**src/rtl/core/rnp_pkg.sv**
```systemverilog
// shared types and constants of the rtp h.264 nal packetizer
// no dependencies; used by every module of the block
package rnp_pkg;

    localparam int SIZE_BITS_DEFAULT = 24;
    localparam int CMD_FIFO_DEPTH    = 4;   // power of two

    // configuration register indexes
    localparam logic [2:0] CFG_PAYLOAD_LIMIT = 3'd0;
    localparam logic [2:0] CFG_PREFIX_ON     = 3'd1;
    localparam logic [2:0] CFG_CHANNEL_ID    = 3'd2;
    localparam logic [2:0] CFG_PAYLOAD_TYPE  = 3'd3;
    localparam logic [2:0] CFG_SSRC          = 3'd4;

    localparam logic [15:0] LIMIT_RESET   = 16'(1280 - 18);
    localparam logic        PREFIX_RESET  = 1'b1;
    localparam logic [7:0]  CHANNEL_RESET = 8'd1;
    localparam logic [7:0]  PT_RESET      = 8'h60;
    localparam logic [31:0] SSRC_RESET    = 32'd0;

    localparam logic [7:0] PREFIX_DOLLAR = 8'h24;
    localparam logic [7:0] RTP_VERSION   = 8'h80;
    localparam logic [7:0] FU_A_TYPE     = 8'h1C;
    localparam logic [7:0] NRI_MASK      = 8'hE0;
    localparam logic [7:0] TYPE_MASK     = 8'h1F;
    localparam logic [7:0] FU_START_BIT  = 8'h80;
    localparam logic [7:0] FU_END_BIT    = 8'h40;
    localparam logic [15:0] RTP_HDR_LEN  = 16'd12;
    localparam logic [15:0] FU_HDR_LEN   = 16'd2;

    typedef struct packed {
        logic        prefix_on;
        logic [7:0]  channel_id;
        logic [7:0]  payload_type;
        logic [31:0] ssrc;
    } cfg_t;

    // one classified nal byte, handed from front to back
    typedef struct packed {
        logic [7:0]  data;
        logic        start;      // open a new packet before the byte
        logic        fu;
        logic        first;
        logic        last;
        logic        pkt_end;
        logic [15:0] seq;
        logic [31:0] ts;
        logic [15:0] len;
        logic [7:0]  hdr;
    } cmd_t;

endpackage

```
**src/rtl/core/rtp_h264_nal_packetizer_top.sv**
```systemverilog
// top level of the rtp h.264 nal packetizer: config registers, front, queue, back
// depends on rnp_pkg, rnp_front, rnp_fifo, rnp_back
//
// NAL bytes enter on s_* at up to one byte per cycle, each carrying the NAL size and
// timestamp; RTP packets leave on m_* as bytes, tlast on the last byte of a packet and
// tuser on the last byte caused by an input byte. A small NAL becomes one packet, a NAL above
// payload_limit is cut into FU-A fragments. The front classifies each byte combinationally;
// the back emits one output byte per cycle unless the output stalls, so a byte that opens a
// packet becomes 13 to 19 output bytes (prefix, 12 header bytes, FU bytes, data), every other
// byte one, a fragmented NAL's header byte none. A four-entry command queue between them
// absorbs the header bursts; input stalls only while it is full. No clearing pass after reset.
module rtp_h264_nal_packetizer_top #(
    parameter int SIZE_BITS = rnp_pkg::SIZE_BITS_DEFAULT,
    parameter int FIFO_DEPTH = rnp_pkg::CMD_FIFO_DEPTH
) (
    input  logic        clk,
    input  logic        rst_n,
    input  logic        s_tvalid,
    output logic        s_tready,
    input  logic [63:0] s_tdata,     // data_byte[7:0], frame_size[31:8], timestamp[63:32]
    output logic        m_tvalid,
    input  logic        m_tready,
    output logic [7:0]  m_tdata,     // out_byte[7:0]
    output logic        m_tlast,
    output logic        m_tuser,     // run_last
    input  logic        cfg_valid,
    output logic        cfg_ready,
    input  logic [2:0]  cfg_index,
    input  logic [31:0] cfg_data
);

    logic [15:0]   limit_reg, limit_next;
    rnp_pkg::cfg_t cfg_reg, cfg_next;

    logic          accept, push, fifo_full, head_valid, pop;
    rnp_pkg::cmd_t push_cmd, head_cmd;
    logic [$clog2(FIFO_DEPTH):0] fifo_count;

    assign cfg_ready = 1'b1;
    assign s_tready  = !fifo_full;
    assign accept    = s_tvalid && s_tready;

    always_comb
    begin
        limit_next = limit_reg;
        cfg_next   = cfg_reg;
        if (cfg_valid && cfg_ready)
        begin
            case (cfg_index)
                rnp_pkg::CFG_PAYLOAD_LIMIT: limit_next = cfg_data[15:0];
                rnp_pkg::CFG_PREFIX_ON:     cfg_next.prefix_on = cfg_data[0];
                rnp_pkg::CFG_CHANNEL_ID:    cfg_next.channel_id = cfg_data[7:0];
                rnp_pkg::CFG_PAYLOAD_TYPE:  cfg_next.payload_type = cfg_data[7:0];
                rnp_pkg::CFG_SSRC:          cfg_next.ssrc = cfg_data;
                default: ;
            endcase
        end
    end

    always_ff @(posedge clk or negedge rst_n)
    begin
        if (!rst_n)
        begin
            limit_reg            <= rnp_pkg::LIMIT_RESET;
            cfg_reg.prefix_on    <= rnp_pkg::PREFIX_RESET;
            cfg_reg.channel_id   <= rnp_pkg::CHANNEL_RESET;
            cfg_reg.payload_type <= rnp_pkg::PT_RESET;
            cfg_reg.ssrc         <= rnp_pkg::SSRC_RESET;
        end
        else
        begin
            limit_reg <= limit_next;
            cfg_reg   <= cfg_next;
        end
    end

    rnp_front #(
        .SIZE_BITS(SIZE_BITS)
    ) u_front (
        .clk          (clk),
        .rst_n        (rst_n),
        .accept       (accept),
        .data_byte    (s_tdata[7:0]),
        .frame_size   (s_tdata[31:8]),
        .timestamp    (s_tdata[63:32]),
        .payload_limit(limit_reg),
        .push         (push),
        .cmd          (push_cmd)
    );

    rnp_fifo #(
        .DEPTH(FIFO_DEPTH)
    ) u_fifo (
        .clk       (clk),
        .rst_n     (rst_n),
        .push      (push),
        .push_cmd  (push_cmd),
        .pop       (pop),
        .full      (fifo_full),
        .head_valid(head_valid),
        .head_cmd  (head_cmd),
        .count     (fifo_count)
    );

    rnp_back u_back (
        .clk       (clk),
        .rst_n     (rst_n),
        .cfg       (cfg_reg),
        .head_valid(head_valid),
        .head_cmd  (head_cmd),
        .pop       (pop),
        .out_valid (m_tvalid),
        .out_ready (m_tready),
        .out_byte  (m_tdata),
        .packet_end(m_tlast),
        .run_last  (m_tuser)
    );

    // a packet always ends on a data byte, which is the last byte of its transaction run
    a_end_on_data: assert property (@(posedge clk) disable iff (!rst_n)
        m_tvalid && m_tlast |-> m_tuser)
        else $error("packet end away from data byte");

    // front never pushes into a full queue
    a_no_overflow: assert property (@(posedge clk) disable iff (!rst_n)
        push |-> !fifo_full)
        else $error("command queue overflow");

    a_count_range: assert property (@(posedge clk) disable iff (!rst_n)
        fifo_count <= ($clog2(FIFO_DEPTH)+1)'(FIFO_DEPTH))
        else $error("command queue count out of range");

    // the back only pops what is there
    a_pop_valid: assert property (@(posedge clk) disable iff (!rst_n)
        pop |-> head_valid)
        else $error("pop from empty queue");

endmodule

```
**src/rtl/core/rnp_front.sv**
```systemverilog
// front part: takes nal bytes, tracks nal and packet position, classifies each byte
// depends on rnp_pkg
module rnp_front #(
    parameter int SIZE_BITS = rnp_pkg::SIZE_BITS_DEFAULT
) (
    input  logic          clk,
    input  logic          rst_n,
    input  logic          accept,
    input  logic [7:0]    data_byte,
    input  logic [23:0]   frame_size,
    input  logic [31:0]   timestamp,
    input  logic [15:0]   payload_limit,
    output logic          push,
    output rnp_pkg::cmd_t cmd
);

    logic [15:0]          seq_reg, seq_next;
    logic [SIZE_BITS-1:0] pos_reg, pos_next;
    logic [15:0]          pbl_reg, pbl_next;
    logic [7:0]           hdr_reg, hdr_next;
    logic                 frag_reg, frag_next;

    logic [15:0]          lim;
    logic [SIZE_BITS-1:0] size_w, size, lim_w, remaining;
    logic [SIZE_BITS:0]   pos_inc;
    logic [15:0]          n, pbl_cur, pbl_after;
    logic                 at_start, frag_cur, pkt_start, ended, skip;

    always_comb
    begin
        lim       = (payload_limit == 16'd0) ? 16'd1 : payload_limit;
        size_w    = SIZE_BITS'(frame_size);
        size      = (size_w == '0) ? SIZE_BITS'(1) : size_w;
        lim_w     = SIZE_BITS'(lim);
        at_start  = (pos_reg == '0);
        frag_cur  = at_start ? (size > lim_w) : frag_reg;
        pbl_cur   = at_start ? 16'd0 : pbl_reg;
        remaining = (size > pos_reg) ? (size - pos_reg) : SIZE_BITS'(1);
        n         = (remaining < lim_w) ? remaining[15:0] : lim;
        pkt_start = (pbl_cur == 16'd0);
        pbl_after = (pkt_start ? n : pbl_cur) - 16'd1;
        pos_inc   = {1'b0, pos_reg} + (SIZE_BITS+1)'(1);
        ended     = (pos_inc >= {1'b0, size});
        // header byte of a fragmented nal is consumed
        skip      = at_start && frag_cur;

        push = accept && !skip;

        cmd.data    = data_byte;
        cmd.start   = pkt_start;
        cmd.fu      = frag_cur;
        cmd.first   = (pos_reg == SIZE_BITS'(1));
        cmd.last    = (remaining <= lim_w);
        cmd.pkt_end = ended || (pbl_after == 16'd0);
        cmd.seq     = seq_reg + 16'd1;
        cmd.ts      = timestamp;
        cmd.len     = n + rnp_pkg::RTP_HDR_LEN + (frag_cur ? rnp_pkg::FU_HDR_LEN : 16'd0);
        cmd.hdr     = hdr_reg;

        seq_next  = seq_reg;
        pos_next  = pos_reg;
        pbl_next  = pbl_reg;
        hdr_next  = hdr_reg;
        frag_next = frag_reg;
        if (accept)
        begin
            if (at_start)
                hdr_next = data_byte;
            if (skip)
            begin
                pos_next  = SIZE_BITS'(1);
                frag_next = 1'b1;
                pbl_next  = 16'd0;
            end
            else
            begin
                if (pkt_start)
                    seq_next = seq_reg + 16'd1;
                if (ended)
                begin
                    pos_next  = '0;
                    frag_next = 1'b0;
                    pbl_next  = 16'd0;
                end
                else
                begin
                    pos_next  = pos_inc[SIZE_BITS-1:0];
                    frag_next = frag_cur;
                    pbl_next  = pbl_after;
                end
            end
        end
    end

    always_ff @(posedge clk or negedge rst_n)
    begin
        if (!rst_n)
        begin
            seq_reg  <= '0;
            pos_reg  <= '0;
            pbl_reg  <= '0;
            hdr_reg  <= '0;
            frag_reg <= 1'b0;
        end
        else
        begin
            seq_reg  <= seq_next;
            pos_reg  <= pos_next;
            pbl_reg  <= pbl_next;
            hdr_reg  <= hdr_next;
            frag_reg <= frag_next;
        end
    end

endmodule

```
**src/rtl/core/rnp_fifo.sv**
```systemverilog
// short command queue between front and back
// depends on rnp_pkg
module rnp_fifo #(
    parameter int DEPTH = rnp_pkg::CMD_FIFO_DEPTH
) (
    input  logic          clk,
    input  logic          rst_n,
    input  logic          push,
    input  rnp_pkg::cmd_t push_cmd,
    input  logic          pop,
    output logic          full,
    output logic          head_valid,
    output rnp_pkg::cmd_t head_cmd,
    output logic [$clog2(DEPTH):0] count
);

    localparam int PTR_W = $clog2(DEPTH);

    rnp_pkg::cmd_t    mem_reg [DEPTH];
    logic [PTR_W-1:0] wr_ptr_reg, wr_ptr_next;
    logic [PTR_W-1:0] rd_ptr_reg, rd_ptr_next;
    logic [PTR_W:0]   count_reg, count_next;
    logic             do_push, do_pop;

    always_comb
    begin
        full        = (count_reg == (PTR_W+1)'(DEPTH));
        head_valid  = (count_reg != '0);
        head_cmd    = mem_reg[rd_ptr_reg];
        count       = count_reg;
        do_push     = push && !full;
        do_pop      = pop && head_valid;
        wr_ptr_next = do_push ? wr_ptr_reg + PTR_W'(1) : wr_ptr_reg;
        rd_ptr_next = do_pop ? rd_ptr_reg + PTR_W'(1) : rd_ptr_reg;
        count_next  = count_reg + (PTR_W+1)'(do_push) - (PTR_W+1)'(do_pop);
    end

    always_ff @(posedge clk)
    begin
        if (do_push)
            mem_reg[wr_ptr_reg] <= push_cmd;
    end

    always_ff @(posedge clk or negedge rst_n)
    begin
        if (!rst_n)
        begin
            wr_ptr_reg <= '0;
            rd_ptr_reg <= '0;
            count_reg  <= '0;
        end
        else
        begin
            wr_ptr_reg <= wr_ptr_next;
            rd_ptr_reg <= rd_ptr_next;
            count_reg  <= count_next;
        end
    end

endmodule

```
**src/rtl/core/rnp_back.sv**
```systemverilog
// back part: expands each command into its data byte, led by prefix, rtp header and fu bytes when it opens a packet
// depends on rnp_pkg
module rnp_back (
    input  logic          clk,
    input  logic          rst_n,
    input  rnp_pkg::cfg_t cfg,
    input  logic          head_valid,
    input  rnp_pkg::cmd_t head_cmd,
    output logic          pop,
    output logic          out_valid,
    input  logic          out_ready,
    output logic [7:0]    out_byte,
    output logic          packet_end,
    output logic          run_last
);

    localparam logic [4:0] IDX_DOLLAR = 5'd0;
    localparam logic [4:0] IDX_CHAN   = 5'd1;
    localparam logic [4:0] IDX_LEN_HI = 5'd2;
    localparam logic [4:0] IDX_LEN_LO = 5'd3;
    localparam logic [4:0] IDX_VER    = 5'd4;
    localparam logic [4:0] IDX_PT     = 5'd5;
    localparam logic [4:0] IDX_SEQ_HI = 5'd6;
    localparam logic [4:0] IDX_SEQ_LO = 5'd7;
    localparam logic [4:0] IDX_TS3    = 5'd8;
    localparam logic [4:0] IDX_TS2    = 5'd9;
    localparam logic [4:0] IDX_TS1    = 5'd10;
    localparam logic [4:0] IDX_TS0    = 5'd11;
    localparam logic [4:0] IDX_SSRC3  = 5'd12;
    localparam logic [4:0] IDX_SSRC2  = 5'd13;
    localparam logic [4:0] IDX_SSRC1  = 5'd14;
    localparam logic [4:0] IDX_SSRC0  = 5'd15;
    localparam logic [4:0] IDX_FU_IND = 5'd16;
    localparam logic [4:0] IDX_FU_HDR = 5'd17;
    localparam logic [4:0] IDX_DATA   = 5'd18;

    rnp_pkg::cmd_t cur_reg, cur_next;
    logic          cur_valid_reg, cur_valid_next;
    logic [4:0]    idx_reg, idx_next;
    logic          oval_reg, oval_next;
    logic [7:0]    obyte_reg, obyte_next;
    logic          oend_reg, oend_next;
    logic          olast_reg, olast_next;

    logic          advance, fire, done;
    logic [7:0]    sel_byte, fu_hdr;
    logic [4:0]    start_idx;

    always_comb
    begin
        fu_hdr = cur_reg.hdr & rnp_pkg::TYPE_MASK;
        if (cur_reg.first)
            fu_hdr = fu_hdr | rnp_pkg::FU_START_BIT;
        else if (cur_reg.last)
            fu_hdr = fu_hdr | rnp_pkg::FU_END_BIT;

        case (idx_reg)
            IDX_DOLLAR: sel_byte = rnp_pkg::PREFIX_DOLLAR;
            IDX_CHAN:   sel_byte = cfg.channel_id;
            IDX_LEN_HI: sel_byte = cur_reg.len[15:8];
            IDX_LEN_LO: sel_byte = cur_reg.len[7:0];
            IDX_VER:    sel_byte = rnp_pkg::RTP_VERSION;
            IDX_PT:     sel_byte = cfg.payload_type;
            IDX_SEQ_HI: sel_byte = cur_reg.seq[15:8];
            IDX_SEQ_LO: sel_byte = cur_reg.seq[7:0];
            IDX_TS3:    sel_byte = cur_reg.ts[31:24];
            IDX_TS2:    sel_byte = cur_reg.ts[23:16];
            IDX_TS1:    sel_byte = cur_reg.ts[15:8];
            IDX_TS0:    sel_byte = cur_reg.ts[7:0];
            IDX_SSRC3:  sel_byte = cfg.ssrc[31:24];
            IDX_SSRC2:  sel_byte = cfg.ssrc[23:16];
            IDX_SSRC1:  sel_byte = cfg.ssrc[15:8];
            IDX_SSRC0:  sel_byte = cfg.ssrc[7:0];
            IDX_FU_IND: sel_byte = (cur_reg.hdr & rnp_pkg::NRI_MASK) | rnp_pkg::FU_A_TYPE;
            IDX_FU_HDR: sel_byte = fu_hdr;
            default:    sel_byte = cur_reg.data;
        endcase

        if (!head_cmd.start)
            start_idx = IDX_DATA;
        else if (cfg.prefix_on)
            start_idx = IDX_DOLLAR;
        else
            start_idx = IDX_VER;

        advance = !oval_reg || out_ready;
        fire    = advance && cur_valid_reg;
        done    = fire && (idx_reg == IDX_DATA);
        pop     = head_valid && (!cur_valid_reg || done);

        oval_next  = oval_reg;
        obyte_next = obyte_reg;
        oend_next  = oend_reg;
        olast_next = olast_reg;
        if (advance)
        begin
            oval_next  = cur_valid_reg;
            obyte_next = sel_byte;
            oend_next  = done && cur_reg.pkt_end;
            olast_next = done;
        end

        cur_next       = cur_reg;
        cur_valid_next = cur_valid_reg;
        idx_next       = idx_reg;
        if (pop)
        begin
            cur_next       = head_cmd;
            cur_valid_next = 1'b1;
            idx_next       = start_idx;
        end
        else if (done)
            cur_valid_next = 1'b0;
        else if (fire)
        begin
            if (idx_reg == IDX_SSRC0)
                idx_next = cur_reg.fu ? IDX_FU_IND : IDX_DATA;
            else
                idx_next = idx_reg + 5'd1;
        end

        out_valid  = oval_reg;
        out_byte   = obyte_reg;
        packet_end = oend_reg;
        run_last   = olast_reg;
    end

    always_ff @(posedge clk)
    begin
        cur_reg   <= cur_next;
        obyte_reg <= obyte_next;
        oend_reg  <= oend_next;
        olast_reg <= olast_next;
    end

    always_ff @(posedge clk or negedge rst_n)
    begin
        if (!rst_n)
        begin
            cur_valid_reg <= 1'b0;
            idx_reg       <= IDX_DATA;
            oval_reg      <= 1'b0;
        end
        else
        begin
            cur_valid_reg <= cur_valid_next;
            idx_reg       <= idx_next;
            oval_reg      <= oval_next;
        end
    end

endmodule

```
**config.mk**
```make
export PLATFORM = sky130hd
export DESIGN_NAME = rtp_h264_nal_packetizer_top
export DESIGN_NICKNAME = d
export VERILOG_FILES = /design/src/rtl/core/rnp_pkg.sv /design/src/rtl/core/rtp_h264_nal_packetizer_top.sv /design/src/rtl/core/rnp_front.sv /design/src/rtl/core/rnp_fifo.sv /design/src/rtl/core/rnp_back.sv
export SDC_FILE = /design/constraint.sdc
export NUM_CORES = 1
export LEC_CHECK = 0
export BUFFER_PORTS_ARGS = -buffer_cell sky130_fd_sc_hd__buf_4
export CAP_MARGIN = 0
export CORE_MARGIN = 2
export CORE_UTILIZATION = 55
export DETAILED_ROUTE_END_ITERATION = 8
export HOLD_SLACK_MARGIN = 0.12
export PLACE_DENSITY = 0.71
export SLEW_MARGIN = 25
export SYNTH_ARGS = -nofsm -noshare
export SYNTH_HDL_FRONTEND = slang
export SYNTH_SLANG_ARGS = --single-unit
```
**constraint.sdc**
```tcl
create_clock -name clk -period 10 [get_ports clk]
set_clock_uncertainty 0.2 [all_clocks]
set_input_delay 0.5 -clock clk [delete_from_list [all_inputs] [get_ports clk]]
set_output_delay 0.5 -clock clk [all_outputs]
set_load 0.02 [all_outputs]
```
**After elaboration in Yosys (flattened, before gate mapping)**

Memory sizes are Yosys's and may differ from the RTL's.
Index checks and enable logic that the tools add are counted.

- Register bits after elaboration: 238
- RAM bits: 340
- Memories kept: 1

Memories:

| memory | words | width | rd ports | clocked after memory_dff | write ports | line | RTL |
|---|---|---|---|---|---|---|---|
| u_fifo.mem_reg | 4 | 85 | 1 | 0 | 1 | rnp_fifo.sv:19 | `rnp_pkg::cmd_t mem_reg [DEPTH];` |

- $add $sub $neg: 11
- Order comparisons: 5
- Equality and inequality tests: 25
- Muxes and demuxes: 28
- Bitwise logic cells: 1
- Reductions and logical operators: 34

Operator list:

| operator | count |
|---|---|
| case mux 8 bit (18 select lines) | 1 |
| 2-to-1 mux 16 bit | 6 |
| 2-to-1 mux 24 bit | 4 |
| logical NOT 16 bit | 3 |
| logical NOT 24 bit | 2 |
| == test 5 x 4 -> 1 bit, second input constant | 8 |
| adder 24 x 1 -> 25 bit, second input constant | 1 |
| greater-or-equal comparator 25 x 24 -> 1 bit | 1 |
| 2-to-1 mux 5 bit | 5 |
| == test 24 x 1 -> 1 bit, second input constant | 1 |
| greater-than comparator 24 x 16 -> 1 bit | 1 |
| greater-than comparator 24 bit | 1 |
| less-or-equal comparator 24 x 16 -> 1 bit | 1 |
| less-than comparator 24 x 16 -> 1 bit | 1 |
| subtractor 24 bit | 1 |
| == test 5 x 3 -> 1 bit, second input constant | 4 |
| adder 16 x 1 -> 16 bit, second input constant | 1 |
| adder 16 bit | 1 |
| adder 16 x 4 -> 16 bit, second input constant | 1 |
| subtractor 16 x 1 -> 16 bit, second input constant | 1 |
| == test 5 bit, second input constant | 3 |
| AND reduction 2 bit | 7 |
| == test 5 x 2 -> 1 bit, second input constant | 2 |
| logical AND 1 bit | 9 |
| other kinds (22) | 38 |

**Depth between registers and ports, before layout**

Gate-level depths: netlist of the first run.

- Depth after elaboration: 10
- Gate-level depth with buffers: 35

**Hierarchy**

A second synthesis of the first run with hierarchy kept.

- Cell total of the unflattened synthesis: 1,952
- Area total of the unflattened synthesis: 28,179.5 µm²

By module, submodules not included:

| module | instances | cells each | area each (µm²) | sequential area each (µm²) |
|---|---|---|---|---|
| rnp_fifo | 1 | 486 | 12,738.5 | 10,385.0 |
| rnp_front | 1 | 1,001 | 8,220.4 | 1,626.6 |
| rnp_back | 1 | 320 | 4,707.0 | 3,000.4 |
| rtp_h264_nal_packetizer_top | 1 | 145 | 2,513.7 | 1,640.3 |

**Worst setup path after synthesis of the first run**

No wires, ideal clock.

- Path kind: input-to-reg
- Start: input m_tready
- End: register u_fifo.count_reg[2] (netlist: u_fifo.count[2])
- Data arrival time: 7,334 ps
- Setup slack: 2,341 ps
- Stages: 11
- Buffers on the path: 0
- Cells stage by stage: nand2b_1 > nand2_1 > or2_2 > a21oi_1 > ha_1 > inv_1 > ha_1 > inv_1 > fa_1 > xnor2_1 > xnor2_1

- Word-level cells in the longest chain between the ends: 7

Ends and longest elaborated chain:

| item | line | RTL |
|---|---|---|
| start, declared | rtp_h264_nal_packetizer_top.sv:22 | `input logic m_tready,` |
| logical OR 1 bit | rnp_back.sv:86 | `advance = !oval_reg \|\| out_ready;` |
| logical AND 1 bit | rnp_back.sv:87 | `fire = advance && cur_valid_reg;` |
| logical AND 1 bit | rnp_back.sv:88 | `done = fire && (idx_reg == IDX_DATA);` |
| logical OR 1 bit | rnp_back.sv:89 | `pop = head_valid && (!cur_valid_reg \|\| done);` |
| logical AND 1 bit | rnp_back.sv:89 |  |
| named net pop | rtp_h264_nal_packetizer_top.sv:35 | `logic accept, push, fifo_full, head_valid, pop;` |
| logical AND 1 bit | rnp_fifo.sv:32 | `do_pop = pop && head_valid;` |
| subtractor 3 x 1 -> 3 bit | rnp_fifo.sv:35 | `count_next = count_reg + (PTR_W+1)'(do_push) - (PTR_W+1)'(do_pop);` |
| named net u_fifo.count_next[2] | rnp_fifo.sv:22 | `logic [PTR_W:0] count_reg, count_next;` |
| end signal, assigned | rnp_fifo.sv:56 | `count_reg <= count_next;` |
| end, declared | rnp_fifo.sv:22 |  |

The timed path passes the listed nets, and every way through them passes these cells.
A chain may end at the register's enable or synchronous reset.

==> results of run 1 <==
[placed cells by master (no fill, tap or decap), types with 16 or more instances in the layout]
master / instances
a21oi_1: 56
a22oi_1: 31
a32o_1: 22
and2_1: 22
and3_1: 27
buf_4: 140
clkbuf_16: 56
clkinv_2: 16
dfrtp_1: 129
dlygate4sd3_1: 75
edfxtp_1: 434
ha_1: 96
inv_1: 98
mux2_2: 66
mux2i_1: 17
mux4_2: 85
nand2_1: 102
nand3_1: 51
nand4_1: 35
nor2_1: 65
nor3_1: 30
nor4_1: 36
o21a_1: 27
o21ai_0: 75
xnor2_1: 63
xor2_1: 29
[per-stage QoR]
stage / util / cell area, um2
floorplan: - / 27300
global placement: 0.588 / 28800
detailed placement: 0.588 / 28800
CTS: 0.641 / 31400
global route: 0.641 / 31400
finish: 0.641 / 31400
[path summary, 6_finish.rpt]
| path | endpoint | from | slack, ns | depth (start not counted) |
|---|---|---|---|---|
| max in group asynchronous | cfg_reg[10] | rst_n | 7.87 | 3 |
| min reg2reg | cfg_reg[34] | cfg_reg[34] | 0.31 | 1 |
| min | cfg_reg[48] | cfg_valid | 0.21 | 3 |
| max reg2reg | u_fifo.mem_reg[2][72] | u_front.pos_reg[2] | 1.40 | 25 |
| max | u_fifo.mem_reg[2][72] | s_tdata[29] | 1.38 | 31 |
| min in group asynchronous | u_front.hdr_reg[4] | rst_n | 0.30 | 2 |
[power breakdown]
| part | internal [mW] | total [mW] | switching [mW] | leakage, nW |
|---|---|---|---|---|
| logic | 0.999 | 2.43 | 1.43 | 4.90 |
| clock network | 1.22 | 2.13 | 0.908 | 0.917 |
| registers | 3.23 | 3.54 | 0.320 | 5.74 |
[metal layers]
layer / GRT usage / share of wire / vias to the layer above / wire length (um)
met1: 0.454 / 0.45 / 9161 / 34000
met4: 0.0662 / 0.022 / 0 / 1650
met3: 0.0393 / 0.072 / 121 / 5450
li1: - / - / 7859 / -
met2: 0.465 / 0.46 / 813 / 34900
met5: 0 / 0 / - / 0
[area by class of cell]
| type | count | area, um2 |
|---|---|---|
| clock buffer | 63 | 1440 |
| clock inverter | 39 | 412 |
| fill | 3526 | 17600 |
| inverter | 98 | 368 |
| multi-input combinational | 1161 | 9880 |
| sequential | 578 | 16700 |
| tap | 664 | 831 |
| timing repair buffer | 216 | 1810 |
[kinds of logic after synthesis]
family	Yosys count	synth area share
AO/OA/AOI/OAI	362	0.0961
adder cells (fa/ha/maj)	98	0.0455
buffers and inverters	203	0.0286
other	1	0.000138
AND/OR/NAND/NOR	439	0.0845
XOR/XNOR	93	0.0302
flip-flops	578	0.611
multiplexers	168	0.104
[critical path, delay by kind of cell]
family,cells,cell delay (ns)
AO/OA/AOI/OAI,13,3.67
buffers and inverters,2,0.18
AND/OR/NAND/NOR,12,3.12
adder cells (fa/ha/maj),4,1.23
[what timing repair did]
item	in CTS	in global routing
hold buffers	75	0
resized for setup	0	0
hold endpoints to repair	305	0
==> out/results.ini, run 1 <==
[place]
gp_congestion = 0.967
dpl.cell_count = 2642
place_ws_ns = 1.03
io_buffers = 115
place_hpwl_um = 53200

[run_status]
outcome = completed

[synth]
synthCells = 1942
synth_top_area_share = 0.478
ys.warnings.count = 0
synth_area_leaders = edfxtp_1 (48%), dfrtp_1 (12%), mux4_2 (7.0%)
yosysMostFrequentCell = edfxtp_1
synth_nets = 2144
synth_edf_count = 434
ys.flop_type = edfxtp_1
async_reset_ff_frac = 0.249
yosysTopAreaCell = edfxtp_1
synth_seq_area_share = 0.611
avgSynthCellArea_um2 = 14.0
synth_cell_types = 93
yosys_register_bits = 578
synth_area_um2 = 27300
netlist_top_cells_count = edfxtp_1 (434), dfrtp_1 (131), nand2_1 (102)

[worst_setup_path]
cpMostUsedCell = ha_1
cpMaxStageDelayCell = a21oi_1
required_ns = 10.11
start_kind = input pin
cp_slowest_stage_delay_ns = 0.62
arrival_ns = 8.73
cp-end-kind = flop
path_class = in2reg
cp_max_fo = 18

[flow_run]
maxCapViolations = 0

[cells_and_area]
largest_reg_flops = 340
drive_gt1_frac = 0.199
area_growth_pct = 15.2
final_nets = 2313
n_antenna_cell = 0
stdcell_count = 2819

[global_route]
overflow = 0
grt_pass1_vias = 17400
grt_pass1_wl_um = 113000
antenna_found_initial = 0
grt_usage = 0.299
grt_max_degree = 81

[pwr]
power_density_nw_per_um2 = 258
power_leakage_nw = 11.6
power_mw = 8.10
max-vdd-ir-drop_mv = 0.300

[cts]
clk_pin_slew_ns = 0.06
clock_sinks = 578
cts_tree = done
post-cts-setup-buffers = 0
htree_num_levels = 2
clockRootBuffer = clkbuf_16
cts_inserted_buffers = 56
max-clock-path-buffers = 3
clock_latency_ns = 0.61

[timing]
post-route-min-period_ns = 8.62
worst_pin_slew_ns = 0.876
slew_headroom = 0.414
fin_hold_ws_ns = 0.212
fmaxAchievable_mhz = 116
fin_tns_setup_ns = 0
drv_slew = 0
hold_viol_final = 0
fin_crit_sh = 0.862
setup_violations = 0
final.setup.worst_slack_ns = 1.38
rsz0062_at_grt = no

[detailed_routing]
ant_nets = 0
first_iter_violations = 1938
via_count = 18000
vias_per_cell = 6.37
wl_um = 76000
avgRoutedWirePerCell_um = 27.0
drt_pass1_iterations = 8
drc = 0

[floorplanning]
core-area_um2 = 49000
die_area_um2 = 51300
rows = 81
die_h_um = 227
start_util = 0.557
ios = 117
die_w_um = 227

[min_path]
hold_class = in2reg

No activity file was read; power rests on OpenSTA's default activity.
==> inputs of run 2 (changes only) <==
--- a/config.mk
+++ b/config.mk
@@ -7,6 +7,7 @@
 export LEC_CHECK = 0
 export BUFFER_PORTS_ARGS = -buffer_cell sky130_fd_sc_hd__buf_4
 export CAP_MARGIN = 0
+export CORE_ASPECT_RATIO = 1.2
 export CORE_MARGIN = 2
 export CORE_UTILIZATION = 55
 export DETAILED_ROUTE_END_ITERATION = 8
==> run 2 against run 1 <==
Compared with the run above:
- register-to-register slack worse by 0.04 ns
- sequential cell count stayed put
- combinational power about the same
- die area about the same
- hold slack worse by 0.021 ns
- critical path type unchanged
==> out/results.ini, run 2 (synthesis results as in run 1) <==
[detailed_routing]
wl_um = 74900  ; -1.4%
drt_pass1_iterations = 7  ; -1
via_count = 17600  ; -1.9%
drc = 0  ; unchanged
vias_per_cell = 6.31  ; -0.94%
avgRoutedWirePerCell_um = 26.8  ; -0.53%
ant_nets = 0  ; unchanged
first_iter_violations = 1431  ; -26%

[timing]
final.setup.worst_slack_ns = 1.34  ; -0.0457 ns
hold_viol_final = 0  ; unchanged
fin_tns_setup_ns = 0  ; unchanged
post-route-min-period_ns = 8.66  ; +0.0457 ns
drv_slew = 0  ; unchanged
fin_crit_sh = 0.866  ; +0.00457
fmaxAchievable_mhz = 115  ; -0.53%
slew_headroom = 0.371  ; -0.0431
rsz0062_at_grt = no
setup_violations = 0  ; unchanged
worst_pin_slew_ns = 0.944  ; +0.0672 ns

[cells_and_area]
final_cell_mix = edfxtp_1 (434), buf_4 (139), dfrtp_1 (129)
final_nets = 2311  ; -0.086%
multi_input_area_um2 = 9870  ; about the same
seqCellArea_um2 = 16700  ; unchanged
area_growth_pct = 14.7
largest_reg_flops = 340  ; unchanged
final_common_cell = edfxtp_1
n_antenna_cell = 0  ; unchanged
fill_cells = 3571  ; +1.3%
drive_gt1_frac = 0.193  ; -0.00566
final_cell_area_um2 = 31300  ; -0.47%

[cts]
htree_num_levels = 2  ; unchanged
cts_inserted_buffers = 55  ; -1.8%
post-cts-setup-buffers = 0  ; unchanged
clk_pin_slew_ns = 0.06  ; about the same
clockRootBuffer = clkbuf_16
clock_sinks = 578  ; unchanged
cts_resized = 0  ; unchanged
cts_tree = done
clock_latency_ns = 0.61  ; about the same
max-clock-path-buffers = 3  ; unchanged
cts_hold_buf = 75  ; unchanged

[worst_setup_path]
critPathBufInv = 2  ; unchanged
arrival_ns = 8.78  ; +0.05 ns
cpMostUsedCell = ha_1
cp-end-kind = flop
cp_slowest_stage_delay_ns = 0.70  ; +0.08 ns
required_ns = 10.12  ; about the same
cpMaxStageDelayCell = a21oi_1
cp_max_fo = 18  ; unchanged
start_kind = input pin
crit_family = compound AO/OA/AOI/OAI gates
path_class = in2reg

[flow_run]
maxCapViolations = 0  ; unchanged

[pwr]
power_leakage_nw = 11.5  ; -0.72%
power_density_nw_per_um2 = 254  ; -1.7%
power_mw = 7.93  ; -2.2%
max-vdd-ir-drop_mv = 0.279  ; -6.9%

[floorplanning]
ios = 117  ; unchanged
die_area_um2 = 51400  ; about the same
start_util = 0.555  ; -0.00179
die_h_um = 248  ; +9.4%
rows = 89  ; +9.9%
die_w_um = 207  ; -8.6%
core-area_um2 = 49100  ; +0.32%

[min_path]
hold_class = in2reg

[place]
place_ws_ns = 0.770  ; -0.257 ns
io_buffers = 115  ; unchanged
placed_cell_area_um2 = 28800  ; -0.13%
gp_congestion = 0.954  ; -1.4%
place_hpwl_um = 53100  ; -0.29%

[global_route]
grt_pass1_vias = 17800  ; +2.4%
grt_usage = 0.293  ; -0.00657
grt_pass1_wl_um = 112000  ; -0.22%
antenna_found_initial = 0  ; unchanged
grt_max_degree = 83  ; +2.5%
overflow = 0  ; unchanged

[run_status]
outcome = completed

## run 2: cell types whose count changed in the layout (fill, tap and decap cells not counted), moves of 2 or more
cell        before  now
bufinv_16        7    3
clkbuf_1         6   15
clkinv_1         8   12
clkinv_2        16    8
clkinv_8         3    0
clkinvlp_4       1    5
inv_6            3    1
## run 2: metal layers
layer / track usage / part of all wire / vias to the layer above
li1: - / - / 7854
met1: 0.373 / 0.39 / 8934
met2: 0.503 / 0.50 / 669
met3: 0.0361 / 0.051 / 164
met4: 0.142 / 0.052 / 0
met5: 0 / 0 / -
## run 2: tightest hold or removal path, delay by kind of cell
family	cells	cell delay, ns
AND/OR/NAND/NOR	1	0.26
buffers and inverters	1	0.08
AO/OA/AOI/OAI	1	0.11
## run 2: final timing paths
path	start	endpoint	slack, ns	depth (start not counted)
max in group asynchronous	rst_n	cfg_reg[9]	7.89	3
min in group asynchronous	rst_n	u_front.seq_reg[7]	0.36	2
max	s_tdata[24]	u_fifo.mem_reg[2][72]	1.34	32
min reg2reg	u_front.seq_reg[15]	u_front.seq_reg[15]	0.29	1
max reg2reg	u_front.pos_reg[19]	u_fifo.mem_reg[2][72]	1.36	26
min	s_tvalid	u_front.pos_reg[1]	0.19	3
## run 2: layout make-up
class,instances,area share
Multi-Input combinational cell,1161,0.316
Clock buffer,73,0.0479
Sequential cell,578,0.533
Clock inverter,31,0.00801
Inverter,98,0.0118
Tap cell,637,0.0255
Timing Repair Buffer,215,0.0578
## run 2: power by group
group          leakage, nW  internal, mW  switching [mW]  total [mW]
sequential            5.74          3.23           0.289        3.51
combinational         4.89          1.00            1.40        2.40
clock                0.839          1.13           0.878        2.01
## run 2: stage by stage
step	utilization	cells	hold slack, ns
finish	0.636	2793	0.190
global route	0.636	2793	0.207
CTS	0.636	2793	0.168
detailed placement	0.585	2614	0.287
global placement	0.585	2614	0.279
floorplan	-	1942	0.00441
